## src/rtl/core/fer_pkg.sv

```systemverilog
`default_nettype none

package fer_pkg;

    // page geometry, in pages of 256 bytes
    localparam logic [13:0] PAGES_SECTOR = 14'd16;
    localparam logic [13:0] PAGES_B32    = 14'd128;
    localparam logic [13:0] PAGES_B64    = 14'd256;
    localparam logic [13:0] COUNT_LIMIT  = 14'd8192;

    // erase command bytes
    localparam logic [7:0] OP_SECTOR = 8'h20;
    localparam logic [7:0] OP_B32    = 8'h52;
    localparam logic [7:0] OP_B64    = 8'hD8;

    // one erase request
    typedef struct packed {
        logic [12:0] start_page;
        logic [13:0] page_count;
    } t_req;

    // one erase command
    typedef struct packed {
        logic [7:0]  erase_opcode;
        logic [13:0] erase_page;
        logic        last_command;
    } t_cmd;

    // erase granule chosen by the controller
    typedef enum logic [1:0] {
        SZ_SECTOR,
        SZ_B32,
        SZ_B64
    } t_size;

    // controller to datapath
    typedef struct packed {
        logic  load;
        logic  issue;
        t_size size;
    } t_dp_ctrl;

    // datapath to controller
    typedef struct packed {
        logic left_zero;
        logic left_ge128;
        logic left_ge256;
        logic left_le16;
        logic left_le128;
        logic left_le256;
        logic cur_al128;
        logic cur_al256;
    } t_dp_stat;

endpackage

`default_nettype wire

```

## src/rtl/core/flash_erase_range_planner.sv

```systemverilog
// channel   ports                    transaction
// request   start, busy, i_req       start high while busy low
// command   o_strobe, o_cmd          o_strobe high for one cycle
//
// at most one erase command per cycle from the phase sequencer, and none
// while it changes phase. busy is high from the cycle after acceptance
// until the last command has been registered. reset clears the sequencer
// only. the command side cannot stall: each command shows for exactly
// one cycle.
`default_nettype none

module flash_erase_range_planner #(
    parameter int PAGE_ADDRESS_BITS = 13
) (
    input  wire logic          i_clk,
    input  wire logic          i_rst_n,
    input  wire logic          start,
    input  wire fer_pkg::t_req i_req,
    output logic               busy,
    output logic               o_strobe,
    output fer_pkg::t_cmd      o_cmd
);

    fer_pkg::t_dp_ctrl w_ctrl;
    fer_pkg::t_dp_stat w_stat;

    // phase sequencer
    fer_controller u_ctrl (
        .i_clk    (i_clk),
        .i_rst_n  (i_rst_n),
        .i_start  (start),
        .i_stat   (w_stat),
        .o_ctrl   (w_ctrl),
        .o_busy   (busy),
        .o_strobe (o_strobe)
    );

    // address and count datapath
    fer_datapath #(
        .PAGE_ADDRESS_BITS (PAGE_ADDRESS_BITS)
    ) u_dp (
        .i_clk  (i_clk),
        .i_req  (i_req),
        .i_ctrl (w_ctrl),
        .o_stat (w_stat),
        .o_cmd  (o_cmd)
    );

endmodule

`default_nettype wire

```

## src/rtl/core/fer_datapath.sv

```systemverilog
`default_nettype none

module fer_datapath #(
    parameter int PAGE_ADDRESS_BITS = 13
) (
    input  wire logic             i_clk,
    input  wire fer_pkg::t_req    i_req,
    input  wire fer_pkg::t_dp_ctrl i_ctrl,
    output fer_pkg::t_dp_stat     o_stat,
    output fer_pkg::t_cmd         o_cmd
);

    localparam int START_BITS = (PAGE_ADDRESS_BITS < 13) ? PAGE_ADDRESS_BITS : 13;
    localparam logic [12:0] START_MASK = 13'((33'd1 << START_BITS) - 33'd1);

    logic [13:0]   r_cur;
    logic [13:0]   r_left;
    fer_pkg::t_cmd r_cmd;

    logic [13:0] w_size;
    logic [7:0]  w_opcode;
    logic [12:0] w_start;
    logic [13:0] w_count;

    // size and opcode of the selected granule
    always_comb begin
        case (i_ctrl.size)
            fer_pkg::SZ_SECTOR: begin
                w_size   = fer_pkg::PAGES_SECTOR;
                w_opcode = fer_pkg::OP_SECTOR;
            end
            fer_pkg::SZ_B32: begin
                w_size   = fer_pkg::PAGES_B32;
                w_opcode = fer_pkg::OP_B32;
            end
            fer_pkg::SZ_B64: begin
                w_size   = fer_pkg::PAGES_B64;
                w_opcode = fer_pkg::OP_B64;
            end
            default: begin
                w_size   = fer_pkg::PAGES_SECTOR;
                w_opcode = fer_pkg::OP_SECTOR;
            end
        endcase
    end

    // start cut to a sector address within the page address range, count clipped to COUNT_LIMIT
    assign w_start = i_req.start_page & START_MASK & ~13'(fer_pkg::PAGES_SECTOR - 14'd1);
    assign w_count = (i_req.page_count > fer_pkg::COUNT_LIMIT) ? fer_pkg::COUNT_LIMIT
                                                               : i_req.page_count;

    // address and remaining count, command register
    always_ff @(posedge i_clk) begin
        if (i_ctrl.load) begin
            r_cur  <= {1'b0, w_start};
            r_left <= w_count;
        end else if (i_ctrl.issue) begin
            r_cmd.erase_opcode <= w_opcode;
            r_cmd.erase_page   <= r_cur;
            r_cmd.last_command <= (r_left <= w_size);
            r_cur              <= r_cur + w_size;
            r_left             <= (r_left > w_size) ? (r_left - w_size) : 14'd0;
        end
    end

    // status for the controller
    assign o_stat.left_zero  = (r_left == 14'd0);
    assign o_stat.left_ge128 = (r_left >= fer_pkg::PAGES_B32);
    assign o_stat.left_ge256 = (r_left >= fer_pkg::PAGES_B64);
    assign o_stat.left_le16  = (r_left <= fer_pkg::PAGES_SECTOR);
    assign o_stat.left_le128 = (r_left <= fer_pkg::PAGES_B32);
    assign o_stat.left_le256 = (r_left <= fer_pkg::PAGES_B64);
    assign o_stat.cur_al128  = ((r_cur & (fer_pkg::PAGES_B32 - 14'd1)) == 14'd0);
    assign o_stat.cur_al256  = ((r_cur & (fer_pkg::PAGES_B64 - 14'd1)) == 14'd0);

    assign o_cmd = r_cmd;

endmodule

`default_nettype wire

```

## src/rtl/core/fer_controller.sv

```systemverilog
`default_nettype none

module fer_controller (
    input  wire logic              i_clk,
    input  wire logic              i_rst_n,
    input  wire logic              i_start,
    input  wire fer_pkg::t_dp_stat i_stat,
    output fer_pkg::t_dp_ctrl      o_ctrl,
    output logic                   o_busy,
    output logic                   o_strobe
);

    typedef enum logic [2:0] {
        ST_IDLE,
        ST_SEC_ALIGN,
        ST_B32_ALIGN,
        ST_B64,
        ST_B32_TAIL,
        ST_SEC_TAIL
    } t_state;

    t_state r_state, n_state;
    logic   r_busy, n_busy;
    logic   r_strobe, n_strobe;
    fer_pkg::t_dp_ctrl w_ctrl;

    // phase sequencing, one command per cycle at most
    always_comb begin
        n_state      = r_state;
        w_ctrl.load  = 1'b0;
        w_ctrl.issue = 1'b0;
        w_ctrl.size  = fer_pkg::SZ_SECTOR;
        case (r_state)
            ST_IDLE: begin
                if (i_start) begin
                    w_ctrl.load = 1'b1;
                    n_state     = ST_SEC_ALIGN;
                end
            end
            ST_SEC_ALIGN: begin
                if (!i_stat.left_zero && !i_stat.cur_al128) begin
                    w_ctrl.issue = 1'b1;
                    w_ctrl.size  = fer_pkg::SZ_SECTOR;
                    if (i_stat.left_le16) n_state = ST_IDLE;
                end else begin
                    n_state = ST_B32_ALIGN;
                end
            end
            ST_B32_ALIGN: begin
                if (!i_stat.left_zero && !i_stat.cur_al256) begin
                    w_ctrl.issue = 1'b1;
                    w_ctrl.size  = fer_pkg::SZ_B32;
                    n_state      = i_stat.left_le128 ? ST_IDLE : ST_B64;
                end else begin
                    n_state = ST_B64;
                end
            end
            ST_B64: begin
                if (i_stat.left_ge256) begin
                    w_ctrl.issue = 1'b1;
                    w_ctrl.size  = fer_pkg::SZ_B64;
                    if (i_stat.left_le256) n_state = ST_IDLE;
                end else begin
                    n_state = ST_B32_TAIL;
                end
            end
            ST_B32_TAIL: begin
                if (i_stat.left_ge128) begin
                    w_ctrl.issue = 1'b1;
                    w_ctrl.size  = fer_pkg::SZ_B32;
                    n_state      = i_stat.left_le128 ? ST_IDLE : ST_SEC_TAIL;
                end else begin
                    n_state = ST_SEC_TAIL;
                end
            end
            ST_SEC_TAIL: begin
                if (!i_stat.left_zero) begin
                    w_ctrl.issue = 1'b1;
                    w_ctrl.size  = fer_pkg::SZ_SECTOR;
                    if (i_stat.left_le16) n_state = ST_IDLE;
                end else begin
                    n_state = ST_IDLE;
                end
            end
            default: begin
                n_state = ST_IDLE;
            end
        endcase
        n_busy   = (n_state != ST_IDLE);
        n_strobe = w_ctrl.issue;
    end

    // state and registered outputs
    always_ff @(posedge i_clk) begin
        if (!i_rst_n) begin
            r_state  <= ST_IDLE;
            r_busy   <= 1'b0;
            r_strobe <= 1'b0;
        end else begin
            r_state  <= n_state;
            r_busy   <= n_busy;
            r_strobe <= n_strobe;
        end
    end

    assign o_ctrl   = w_ctrl;
    assign o_busy   = r_busy;
    assign o_strobe = r_strobe;

endmodule

`default_nettype wire
```

## config.mk

```make
export PLATFORM = sky130hd
export DESIGN_NAME = flash_erase_range_planner
export DESIGN_NICKNAME = d
export VERILOG_FILES = /design/src/rtl/core/fer_pkg.sv /design/src/rtl/core/flash_erase_range_planner.sv /design/src/rtl/core/fer_datapath.sv /design/src/rtl/core/fer_controller.sv
export SDC_FILE = /design/constraint.sdc
export NUM_CORES = 1
export LEC_CHECK = 0
export BUFFER_PORTS_ARGS = -buffer_cell sky130_fd_sc_hd__buf_2
export CAP_MARGIN = 25
export CELL_PAD_IN_SITES_DETAIL_PLACEMENT = 0
export CELL_PAD_IN_SITES_GLOBAL_PLACEMENT = 1
export CORE_MARGIN = 10
export CORE_UTILIZATION = 45
export DETAILED_ROUTE_END_ITERATION = 12
export PLACE_DENSITY = 0.88
export SLEW_MARGIN = 20
export SYNTH_ARGS = -nofsm -noshare
export SYNTH_HDL_FRONTEND = slang
export SYNTH_SLANG_ARGS = --single-unit
```

## constraint.sdc

```tcl
create_clock -name i_clk -period 5.7 [get_ports i_clk]
set_input_delay 0.285 -clock i_clk [delete_from_list [all_inputs] [get_ports i_clk]]
set_output_delay 0.285 -clock i_clk [all_outputs]
set_load 0.03 [all_outputs]
```

## Yosys cells after proc, flatten, opt, wreduce, memory -nomap -nowiden

Index checks and enable logic that the tools add are counted.

- Register bits after elaboration: 56
- Input port bits: 30
- Logic and storage cells: 66

- $add $sub $neg: 2
- Magnitude comparators: 8
- Equality and inequality tests: 7
- Multiplexer cells: 27
- Bitwise logic cells: 1
- Reduce and logical (&&, ||, !) cells: 12

Operators with widths:

| kind | number |
|---|---|
| $mux 14 | 4 |
| $logic_not 14->1 | 3 |
| $mux 3 | 14 |
| $mux 13 | 2 |
| $pmux 3 s6 | 1 |
| $pmux 9 s2 | 1 |
| $pmux 8 s2 | 1 |
| $pmux 3 s5 | 1 |
| $add 14x9->14 | 1 |
| $ge 14x8->1 const B | 1 |
| $ge 14x9->1 const B | 1 |
| $gt 14x14->1 | 1 |
| $gt 14x14->1 const B | 1 |
| $le 14x14->1 | 1 |
| $le 14x5->1 const B | 1 |
| $le 14x8->1 const B | 1 |
| $le 14x9->1 const B | 1 |
| $sub 14x14->14 | 1 |
| $eq 3x2->1 const B | 2 |
| $eq 3x3->1 const B | 2 |
| $eq 3x1->1 const B | 1 |
| $logic_not 1->1 | 3 |
| $logic_not 3->1 | 1 |
| $reduce_bool 3->1 | 1 |
| other kinds (8) | 10 |

## Depth between registers and ports, before layout

- Depth in word-level cells: 11
- Gate-level depth with buffers: 15
- Depth with buffers taken out: 13

## Modules after synthesis

Synthesis repeated with hierarchy kept, for this count alone.

- Cell total of the unflattened synthesis: 226
- Area total of the unflattened synthesis: 2409.8 um^2

Modules (own cells, without submodules):

| module | instances | cells an instance | area an instance (um^2) | sequential area each (um^2) |
|---|---|---|---|---|
| fer_datapath | 1 | 179 | 2048.2 | 1161.1 |
| fer_controller | 1 | 47 | 361.6 | 100.1 |

## Worst setup path before layout

OpenSTA, ideal clock, no wires.

- Path kind: flip-flop to flip-flop
- Start point: reg u_dp.r_left[11]
- End point: reg u_dp.r_left[0] (enable)
- Arrival: 2.850 ns
- Data required time: 5.395 ns
- Path slack: 2.545 ns
- Stages on the path, launching flop included: 14
- Buffers on the path: 1
- Period minus slack after synthesis: 3.155 ns
- Path through: edfxtp_1 -> nor4_4 -> nand2_1 -> nor2_1 -> o32ai_1 -> ha_1 -> ha_1 -> ha_1 -> nand2b_1 -> a21oi_1 -> o21ai_1 -> a21oi_1 -> buf_2 -> a21o_1

- Word-level cells in the longest chain between the ends: 6

RTL lines:

| element | line | text |
|---|---|---|
| from (decl) | fer_datapath.sv:17 | `logic [13:0] r_left;` |
| from (signal assigned) | fer_datapath.sv:56 | `r_left <= w_count;` |
| from (signal assigned) | fer_datapath.sv:62 | `r_left <= (r_left > w_size) ? (r_left - w_size) : 14'd0;` |
| branches (longest 4 deep; another with $ge 14x8->1) | n/a |  |
| $pmux 3 s5 * | fer_controller.sv:33 | `case (r_state)` |
| $reduce_bool 2->1 (no source line) * | n/a |  |

Every way passes the cells marked *.
A chain may end at the register's enable or synchronous reset.

## Worst setup path after layout

- Start point: reg u_dp.r_left[1]
- End point: reg u_dp.r_left[2] (enable)

The elaborated chain is that of the path after synthesis.

==> impl_metrics.ini <==
[grt]
antenna_found_initial = 0
gr-total-overflow = 0
grtUsageTotal_pct = 12.24
grt_max_degree = 28
first_global_vias = 1792
grt_pass1_wl_um = 8590

[clocking]
clockBufferDepth = 2
h-tree-depth = 2
clk_pin_slew_worst_paths_ns = 0.09
numCtsBuffers = 5
cts_tree = built
clk_latency_ns = 0.31
ctsHoldBuffers = 0
root_buffer = clkbuf_8
post_cts_buffers = 0
cts_resized = 0
cts_sinks = 44

[drt]
met3WireLength_um = 383
wl_met2_um = 2349
ant_nets = 0
routedWlPerCell_um = 15.49
wl_um = 5312
vias = 1792
wl_met1_um = 2520
first_iter_violations = 85
drc_errors = 0
vias_per_cell = 5.224
first_pass_iters = 4
top_layer = met4

[power]
pwr-share-comb_pct = 39.9
seq_power_share_pct = 43.7
total_power_w = 0.001505
power.static_leakage_nw = 1.072
switching_power_w = 0.0006139
clkPwrFrac_pct = 16.5
p_sw_share_pct = 40.79
p_per_area_nw_per_um2 = 533.2
p_int_w = 0.0008910
peakVddDrop_mv = 0.2041

[floorplanning]
ios = 55
core_um2 = 5205
rows = 26
die_area_um2 = 8830
die_w_um = 93.97
fp.dieH_um = 93.97
start_util_pct = 47.31

[layout]
n_antenna_cell = 0
seqCellArea_um2 = 1261
synthToLayoutAreaGrowth_pct = 14.63
multi_input_area_um2 = 1094
nNetsFinal = 312
drive_above_1_share_pct = 24.18
fillers = 473

[timing]
fin_skew_ns = 0.01057
rsz0062_at_grt = no
tns_ns = 0
setup_viol = 0
hold_slack_ns = 0.1999
maxSlewHeadroom_pct = 37.41
period_needed_ns = 3.995
max_freq_ghz = 0.2503
hold_violations = 0
worst_slack_ns = 1.705
slew_violations = 0
worst_slew_pin_slew_ns = 0.9388
finalCritPeriodShare_pct = 70.09

[setup_path]
crit_required_ns = 5.70
cp_max_fo = 12
worstPathCellList = nor4_2 > nand2_1 > nor2_1 > o32ai_1 > ha_1 > ha_1 > ha_1 > nand2b_1 > a21oi_1 > o21ai_1 > a21oi_1 > a21o_1
critPathBufInv = 0
critPathTopFamily = compound AO/OA/AOI/OAI gates
crit_arrival_ns = 4.00
end_kind = register
slowest_stage = a21oi_1
crit_top_cell = ha_1
worstSetupPathType = register to register
start_kind = register
slowest_delay_ns = 0.74

[synthesis]
yosysMostFrequentCell = edfxtp_1
synthTopCellsByCount = edfxtp_1 (38), nand2_1 (32), a21oi_1 (11), xor2_1 (11)
synth_simple_gate_area_share_pct = 18.85
synth.top_cell.area_share_pct = 46.34
synth_top_family_by_area = simple AND/OR/NAND/NOR gates
synth_ff_type = edfxtp_1
ys.warnings.count = 0
ys_seq_elements = 44
synthMuxAreaShare_pct = 0.4065
seq_area_frac_synth_pct = 51.22
yosys.area_share.xor_xnor_pct = 5.335
yosys.area.top_type = edfxtp_1
synth_area_um2 = 2462
async_flop_share_pct = 0
syn_avg_cell_area_um2 = 10.71
synth_edf_count = 38
synth-adder-area-share_pct = 5.081
ys_types = 53
netlist_instances = 230
synth-compound-area-share_pct = 13.47
ys_top_cells_by_area = edfxtp_1 (46%), ha_1 (5.1%), dfxtp_1 (4.9%)

[placement]
place_congestion = 0.8333
port_buffers = 44
dp_slack_ns = 1.720
hpwl_um = 3979

[job]
maxCapViolations = 0

[hold_path]
hold_class = input pin to register

[status]
outcome = complete, no violations
## layout by cell type, fill, tap and decap left out, types with 2 or more instances in the layout
cell / netlist / final
inv_1: 9 / 9
nor2_1: 9 / 9
o21a_1: 2 / 2
nand2b_1: 4 / 4
conb_1: 1 / 6
and2_1: 5 / 5
o21ai_0: 10 / 10
xnor2_1: 4 / 4
dfxtp_1: 6 / 6
ha_1: 10 / 10
nand2_1: 32 / 32
or3b_2: 2 / 2
nand3_1: 3 / 3
nor4_1: 4 / 4
o211ai_1: 2 / 2
edfxtp_1: 38 / 38
a21oi_1: 11 / 11
nand3b_1: 4 / 4
xor2_1: 11 / 11
a31oi_1: 4 / 4
o31ai_1: 10 / 10
nor3_1: 8 / 8
buf_2: 2 / 44
clkbuf_8: 0 / 5
## kinds of logic after synthesis
family | count (synthesis)
mux | 1
compound gates | 50
fa+ha+maj | 10
flops | 44
buf+inv | 25
xor+xnor | 15
simple gates | 84
other cells | 1
## layout make-up
| cell class | instances | share of cell area, % |
|---|---|---|
| sequential | 44 | 44.68 |
| tap | 70 | 3.103 |
| clock inverter | 3 | 1.640 |
| timing repair buffer | 45 | 8.067 |
| multi-input combinational | 166 | 38.74 |
| inverter | 10 | 1.330 |
| clock buffer | 5 | 2.438 |
## flip-flops by register name (all words and copies together), names as in the netlist
| register | count |
|---|---|
| u_ctrl.o_busy | 1 |
| u_ctrl.r_state | 3 |
| u_dp.o_cmd | 15 |
| u_dp.r_left | 14 |
| u_ctrl.o_strobe | 1 |
| u_dp.r_cur | 10 |
## power groups by stage
stage / sequential (W) / combinational (W) / clock, W
after detailed placement: 0.000665 / 0.000599 / 0
after global placement: 0.000658 / 0.000590 / 0
after global routing: 0.000677 / 0.000670 / 0.000262
after floorplan: 0.000713 / 0.000395 / 0
after CTS: 0.000657 / 0.000604 / 0.000253
final: 0.000657 / 0.000600 / 0.000248
## per-stage QoR
step                      area (um^2)  util (%)  cells
after detailed placement         2708     52.02    335
final                            2823     54.23    343
after global routing             2823     54.23    343
after CTS                        2823     54.23    343
after global placement           2708     52.02    335
after floorplan                  2481         -    235
## routing by layer
metal | up-vias | global-route usage, %
li1 | 911 | -
met1 | 820 | 16.24
met2 | 57 | 18.09
met3 | 4 | 3.837
met4 | 0 | 4.684
met5 | - | 0
## path summary, 6_finish.rpt
kind | endpoint | slack [ns] | cells past startpoint | from
max | u_dp.r_left[2] | 1.70 | 12 | u_dp.r_left[1]
min | u_ctrl.o_strobe | 0.20 | 2 | i_rst_n
min reg2reg | u_dp.o_cmd[14] | 0.48 | 0 | u_dp.r_cur[13]
max reg2reg | u_dp.r_left[2] | 1.70 | 12 | u_dp.r_left[1]
Note: power is estimated with default switching activity, not from simulation.
